[src/hw/rtl/swfn_pkg.sv]
`timescale 1ns / 1ps

package swfn_pkg;

    localparam int WINDOW_MAX_DEF = 64;
    localparam int SAMPLE_W       = 16;
    localparam int POS_W          = 8;
    localparam int WIN_W          = 7;

    localparam logic [WIN_W-1:0] WINDOW_RESET = WIN_W'(3);

    typedef struct packed {
        logic [POS_W-1:0]    pos;
        logic [SAMPLE_W-1:0] val;
    } swfn_entry_t;

endpackage

[src/hw/rtl/sliding_window_first_negative_top.sv]
`timescale 1ns / 1ps
// An accepted sample's result is held in the output register from the next cycle.
// Throughput: one sample per cycle while in_stall is low; the queue front is kept
// in registers and the next entry is prefetched every cycle from the queue memory.
// Reset clears the queue pointers, position and sample counters, and sets
// window_size to 3; queue memory contents are not cleared and need no pass.
module sliding_window_first_negative_top #(
    parameter int WINDOW_MAX = swfn_pkg::WINDOW_MAX_DEF
) (
    input  logic                            clk,
    input  logic                            rst_n,
    input  logic                            in_valid,
    output logic                            in_stall,
    input  logic signed [swfn_pkg::SAMPLE_W-1:0] sample,
    input  logic                            last_of_sequence,
    output logic                            out_valid,
    input  logic                            out_stall,
    output logic signed [swfn_pkg::SAMPLE_W-1:0] first_negative,
    output logic                            found,
    input  logic                            cfg_valid,
    output logic                            cfg_ready,
    input  logic [swfn_pkg::WIN_W-1:0]      window_size
);
    import swfn_pkg::*;

    localparam int IDX_W = (WINDOW_MAX > 1) ? $clog2(WINDOW_MAX) : 1;
    localparam int CNT_W = $clog2(WINDOW_MAX + 1);
    localparam int SUM_W = CNT_W + 1;
    localparam logic [IDX_W-1:0] IDX_LAST = IDX_W'(WINDOW_MAX - 1);
    localparam logic [CNT_W-1:0] CNT_FULL = CNT_W'(WINDOW_MAX);
    localparam logic [SUM_W-1:0] SUM_MAX  = SUM_W'(WINDOW_MAX);
    localparam logic [WIN_W:0]   KMAX     = (WIN_W + 1)'(WINDOW_MAX);

    function automatic logic [IDX_W-1:0] idx_inc(input logic [IDX_W-1:0] a);
        return (a == IDX_LAST) ? '0 : IDX_W'(a + 1'b1);
    endfunction

    logic [WIN_W-1:0]    window_size_reg;
    logic [IDX_W-1:0]    head_reg, head_next;
    logic [CNT_W-1:0]    count_reg, count_next;
    logic [POS_W-1:0]    pos_reg, pos_next;
    logic [WIN_W-1:0]    seen_reg, seen_next;
    swfn_entry_t         front_reg, front_next;
    logic                out_valid_reg;
    logic [SAMPLE_W-1:0] out_val_reg;
    logic                found_reg;

    logic                accept;
    logic                neg;
    logic [WIN_W-1:0]    k_eff;
    logic [POS_W-1:0]    gap;
    logic                expire;
    logic                pop;
    logic [CNT_W-1:0]    cnt_pop;
    logic [CNT_W-1:0]    cnt_adv;
    logic [IDX_W-1:0]    head_adv;
    swfn_entry_t         front_adv;
    logic [WIN_W-1:0]    seen_inc;
    logic                emit;
    logic [SUM_W-1:0]    tail_sum;
    logic [IDX_W-1:0]    tail;
    swfn_entry_t         new_entry;
    swfn_entry_t         second;

    assign accept    = in_valid && !in_stall;
    assign in_stall  = out_valid_reg && out_stall;
    assign cfg_ready = 1'b1;
    assign neg       = sample[SAMPLE_W-1];
    assign new_entry = '{pos: pos_reg, val: sample};

    always_comb
    begin
        if (window_size_reg == '0)
            k_eff = WIN_W'(1);
        else if ({1'b0, window_size_reg} > KMAX)
            k_eff = WIN_W'(WINDOW_MAX);
        else
            k_eff = window_size_reg;
    end

    assign gap      = pos_reg - front_reg.pos;
    assign expire   = (count_reg != '0) && (gap >= {1'b0, k_eff});
    assign pop      = expire || (neg && (count_reg == CNT_FULL));
    assign cnt_pop  = count_reg - CNT_W'(pop);
    assign cnt_adv  = cnt_pop + CNT_W'(neg);
    assign head_adv = pop ? idx_inc(head_reg) : head_reg;

    assign tail_sum = SUM_W'(head_reg) + SUM_W'(count_reg);
    assign tail     = (tail_sum >= SUM_MAX) ? IDX_W'(tail_sum - SUM_MAX) : IDX_W'(tail_sum);

    always_comb
    begin
        front_adv = front_reg;
        if (pop)
        begin
            if (cnt_pop != '0)
                front_adv = second;
            else if (neg)
                front_adv = new_entry;
        end
        else if ((count_reg == '0) && neg)
        begin
            front_adv = new_entry;
        end
    end

    assign seen_inc = (seen_reg < k_eff) ? WIN_W'(seen_reg + 1'b1) : seen_reg;
    assign emit     = (seen_inc >= k_eff);

    always_comb
    begin
        head_next  = head_reg;
        count_next = count_reg;
        pos_next   = pos_reg;
        seen_next  = seen_reg;
        front_next = front_reg;
        if (accept)
        begin
            front_next = front_adv;
            if (last_of_sequence)
            begin
                head_next  = '0;
                count_next = '0;
                pos_next   = '0;
                seen_next  = '0;
            end
            else
            begin
                head_next  = head_adv;
                count_next = cnt_adv;
                pos_next   = POS_W'(pos_reg + 1'b1);
                seen_next  = seen_inc;
            end
        end
    end

    swfn_queue_mem #(
        .DEPTH (WINDOW_MAX),
        .IDX_W (IDX_W)
    ) u_queue_mem (
        .clk     (clk),
        .wr_en   (accept && neg),
        .wr_addr (tail),
        .wr_data (new_entry),
        .rd_addr (idx_inc(head_next)),
        .rd_data (second)
    );

    always_ff @(posedge clk or negedge rst_n)
    begin
        if (!rst_n)
        begin
            window_size_reg <= WINDOW_RESET;
            head_reg        <= '0;
            count_reg       <= '0;
            pos_reg         <= '0;
            seen_reg        <= '0;
            out_valid_reg   <= 1'b0;
        end
        else
        begin
            if (cfg_valid && cfg_ready)
                window_size_reg <= window_size;
            head_reg  <= head_next;
            count_reg <= count_next;
            pos_reg   <= pos_next;
            seen_reg  <= seen_next;
            if (accept && emit)
                out_valid_reg <= 1'b1;
            else if (!out_stall)
                out_valid_reg <= 1'b0;
        end
    end

    always_ff @(posedge clk)
    begin
        front_reg <= front_next;
        if (accept && emit)
        begin
            found_reg   <= (cnt_adv != '0);
            out_val_reg <= (cnt_adv != '0) ? front_adv.val : '0;
        end
    end

    assign out_valid      = out_valid_reg;
    assign first_negative = out_val_reg;
    assign found          = found_reg;

endmodule

[src/hw/rtl/swfn_queue_mem.sv]
`timescale 1ns / 1ps

module swfn_queue_mem #(
    parameter int DEPTH = swfn_pkg::WINDOW_MAX_DEF,
    parameter int IDX_W = (DEPTH > 1) ? $clog2(DEPTH) : 1
) (
    input  logic                clk,
    input  logic                wr_en,
    input  logic [IDX_W-1:0]    wr_addr,
    input  swfn_pkg::swfn_entry_t wr_data,
    input  logic [IDX_W-1:0]    rd_addr,
    output swfn_pkg::swfn_entry_t rd_data
);
    import swfn_pkg::*;

    swfn_entry_t mem [DEPTH];
    swfn_entry_t rd_reg;
    swfn_entry_t fwd_data_reg;
    logic        fwd_reg;

    always_ff @(posedge clk)
    begin
        if (wr_en)
        begin
            mem[wr_addr] <= wr_data;
        end
        rd_reg       <= mem[rd_addr];
        fwd_reg      <= wr_en && (wr_addr == rd_addr);
        fwd_data_reg <= wr_data;
    end

    // bypass a write that lands on the entry being read
    assign rd_data = fwd_reg ? fwd_data_reg : rd_reg;

endmodule
[config.mk]
export PLATFORM = sky130hd
export DESIGN_NAME = sliding_window_first_negative_top
export DESIGN_NICKNAME = d
export VERILOG_FILES = /design/src/hw/rtl/swfn_pkg.sv /design/src/hw/rtl/sliding_window_first_negative_top.sv /design/src/hw/rtl/swfn_queue_mem.sv
export SDC_FILE = /design/constraint.sdc
export NUM_CORES = 2
export LEC_CHECK = 0
export BUFFER_PORTS_ARGS = -buffer_cell sky130_fd_sc_hd__buf_2
export CELL_PAD_IN_SITES_DETAIL_PLACEMENT = 1
export CELL_PAD_IN_SITES_GLOBAL_PLACEMENT = 1
export CORE_MARGIN = 2
export CORE_UTILIZATION = 50
export DETAILED_ROUTE_END_ITERATION = 8
export PLACE_DENSITY_LB_ADDON = 0.1
export REMOVE_ABC_BUFFERS = 1
export SETUP_SLACK_MARGIN = 0.05
export SYNTH_ARGS = -nofsm -noshare
export SYNTH_HDL_FRONTEND = slang
export SYNTH_HIERARCHICAL = 1
export SYNTH_SLANG_ARGS = --single-unit
[constraint.sdc]
create_clock -name clk -period 17.15 [get_ports clk]
set_input_delay 2.5725 -clock clk [delete_from_list [all_inputs] [get_ports clk]]
set_output_delay 2.5725 -clock clk [all_outputs]
set_load 0.03 [all_outputs]
==> flow_summary.ini <==
[run]
drv_cap = 0

[floorplan]
die_y_um = 365
initial_utilization_pct = 50.3
core_area_um2 = 129000
rows = 132
die_area_um2 = 133000
die_w_um = 365
io_pins = 49

[cells_and_area]
area_growth_pct = 12.9
fin_util_pct = 56.7
top_register = u_queue_mem/mem
final_cell_count_no_fill = 5186
design_area_um2 = 73400
drive_gt1_share_pct = 27.6
largest_reg_flops = 1536
final_nets = 3377

[clocking]
cts_buffers = 170
cts_resized = 0
h-tree-depth = 4
postCtsSetupBuffers = 0
clk_path_buf_depth = 3
cts.sinks = 1662
clkTransAtPathRegs_ps = 60
clk_latency_ps = 820
holdBufCountCts = 0
cts_tree = yes
ctsRootBufferMaster = clkbuf_16

[placed_design]
dp_hpwl_um = 101000
dp_cells = 4876
finalWeightedCongestion = 0.849
post-place-ws_ps = 7480
place_area_um2 = 67900
port_buffers = 47

[pwr]
peakVddDrop_uv = 252
power.density_nw_per_um2 = 191
leakagePower_nw = 23.7
power.total_mw = 14.0

[global_route]
grt_max_degree = 110
grt_pass1_vias = 34400
grt-ovfl-total = 0
grt_usage_pct = 27.1
grt_first_pass_wirelength_um = 253000
antenna_found_initial = 6

[timing]
finClkSkew_ps = 32.6
finalCritPeriodShare_pct = 52.7
setup_ws_ps = 8120
tightestPinTransition_ps = 1310
drv_slew = 0
rsz0062_at_grt = false
timing.fmax_mhz = 111
setup_violations = 0
relSlewSlack_pct = 12.4
period_needed_ps = 9030
finalHoldViolCount = 0

[yosys]
yosys.area.top_type = edfxtp_1
synthTopCellsByArea = edfxtp_1 73%, mux4_2 13%, dfxtp_1 1.5%
ys_ff_latch = 1662
synth_top_cell_area_share_pct = 72.9
synthMuxAreaShare_pct = 15.4
synth-compound-area-share_pct = 3.45
syn_area_per_cell_um2 = 20.8
synthXorXnorAreaFrac_pct = 0.539
synth_top_family_by_area = multiplexers
ys.flop_type = edfxtp_1
yosysWarnings = 6
synthAdderAreaFrac_pct = 0.832
yosys.area_share.simple_pct = 2.50
syn_inst = 3120
syn_area_um2 = 65000
async_reset_ff_share_pct = 2.17
synth_cell_types = 76
yosysSeqAreaShare_pct = 75.8
synth_edf_count = 1577

[critical_path]
crit_fanout = 109
arrival_ps = 9750
critPathKind = reg -> reg
cpMostUsedCell = buf_4
crit_required_ps = 17870
slowest_delay_ps = 750
worst_setup_path_end_kind = register
cp_slowest_cell = buf_4
cp-start-kind = register

[routing]
totalWireLength_um = 177000
drt-initial-drc-count = 3859
drcViolationCount = 0
drt-wirelength-per-cell_um = 34.1
num_vias = 32900
firstDrtPassIters = 7
antenna_left = 0
detail_route.vias_per_cell = 6.35

[hold_path]
hp-class = reg -> reg

[status]
outcome = complete, no violations
==> per-layer routing <==
layer  part of all wire (%)  up-vias  global-route usage (%)  wire length (µm)
met1                     42    18000                    38.5             73400
met2                     48     1327                    43.3             85200
met3                    6.8      256                    4.09             11900
li1                       -    13400                       -                 -
met4                    3.5        0                    9.68              6130
met5                      0        -                       0                 0
==> cell usage in the layout, fill, tap and decap left out, types with 11 or more instances in the layout <==
cell type | netlist | layout
a211oi_1 | 13 | 13
a21oi_1 | 46 | 45
a221oi_1 | 16 | 16
a222oi_1 | 12 | 12
a22o_1 | 34 | 34
a22oi_1 | 62 | 62
buf_2 | 37 | 47
buf_4 | 31 | 134
bufinv_16 | 0 | 14
clkbuf_1 | 86 | 34
clkbuf_16 | 0 | 174
clkinv_1 | 1 | 40
clkinv_2 | 0 | 31
dfrtp_1 | 34 | 26
dfxtp_1 | 49 | 48
edfxtp_1 | 1577 | 1577
ha_1 | 40 | 39
inv_1 | 44 | 44
mux2_2 | 49 | 49
mux2i_1 | 78 | 78
mux4_2 | 384 | 384
nand2_1 | 66 | 66
nand2b_1 | 11 | 11
nand3_1 | 48 | 48
nand4_1 | 15 | 15
nor2_1 | 120 | 57
nor2_2 | 1 | 64
nor2b_1 | 18 | 16
nor3_1 | 16 | 13
o21ai_0 | 29 | 29
o21ai_1 | 19 | 19
o221ai_1 | 14 | 14
o22ai_1 | 12 | 12
xnor2_1 | 24 | 23
xor2_1 | 16 | 15
==> cell families after synthesis <==
group,Yosys count
DFF,1662
adders and majority gates,42
and+or+nand+nor,337
xor gates and xnor gates,40
AOI/OAI and AO/OA,310
muxes,511
other,1
buffers and inverters,217
==> cells in the mapped netlist (all sizes together), types with 9 or more instances <==
library cell and instances:
a221oi 16, dfrtp 34, a211o 9, mux2i 78
a222oi 12, o21ai 48, mux4 384, a21oi 46
o221ai 14, a21o 9, ha 40, dfxtp 49
nor3 16, nand2 66, nand3 49, o22ai 12
nand2b 11, edfxtp 1577, xor2 16, a22oi 62
a211oi 14, xnor2 24, a22o 34, inv 45
nor2 121, clkbuf 86, nor2b 18, nand4 15
buf 85, mux2 49
==> metrics by stage <==
| stage | TNS, ps | hold slack (ps) |
|---|---|---|
| final | 0 | 536 |
| after CTS | 0 | 541 |
| after global placement | 0 | 518 |
| after floorplan | -645010 | 504 |
| after global routing | 0 | 570 |
| after detailed placement | 0 | 524 |
==> layout make-up <==
cell class	instances	area, µm²
multi-input cells	1241	15000
repair buffers	185	1320
diodes	2	5.00
clock buffers	210	4510
inverters	46	173
fillers	11000	55900
well taps	1742	2180
clock inverters	98	932
flip-flops and latches	1662	49300
==> power breakdown <==
group	total, mW	internal [mW]	switching [mW]
Clock	3.63	2.08	1.55
Combinational	5.45	2.17	3.28
Sequential	4.90	4.79	0.109
Total	14.0	9.05	4.94
==> critical path: cells and delay by family (launching register included) <==
family	cells	cell delay [ps]
AO/OA/AOI/OAI	10	3050
XOR/XNOR	1	140
adder cells (fa/ha/maj)	2	680
buffers and inverters	5	2920
flip-flops	1	340
multiplexers	2	460
AND/OR/NAND/NOR	5	1140
==> worst paths after layout <==
check	startpoint	endpoint	slack, ps	cells after the start
max in group asynchronous	rst_n	pos_reg[0]	14550	1
min in group asynchronous	rst_n	seen_reg[5]	1930	1
hold reg to reg	window_size_reg[4]	window_size_reg[4]	540	1
setup / recovery	pos_reg[2]	u_queue_mem/rd_reg[23]	8120	25
setup reg to reg	pos_reg[2]	u_queue_mem/rd_reg[23]	8120	25
hold / removal	window_size_reg[4]	window_size_reg[4]	540	1
Note: power is estimated with default switching activity, not from simulation.
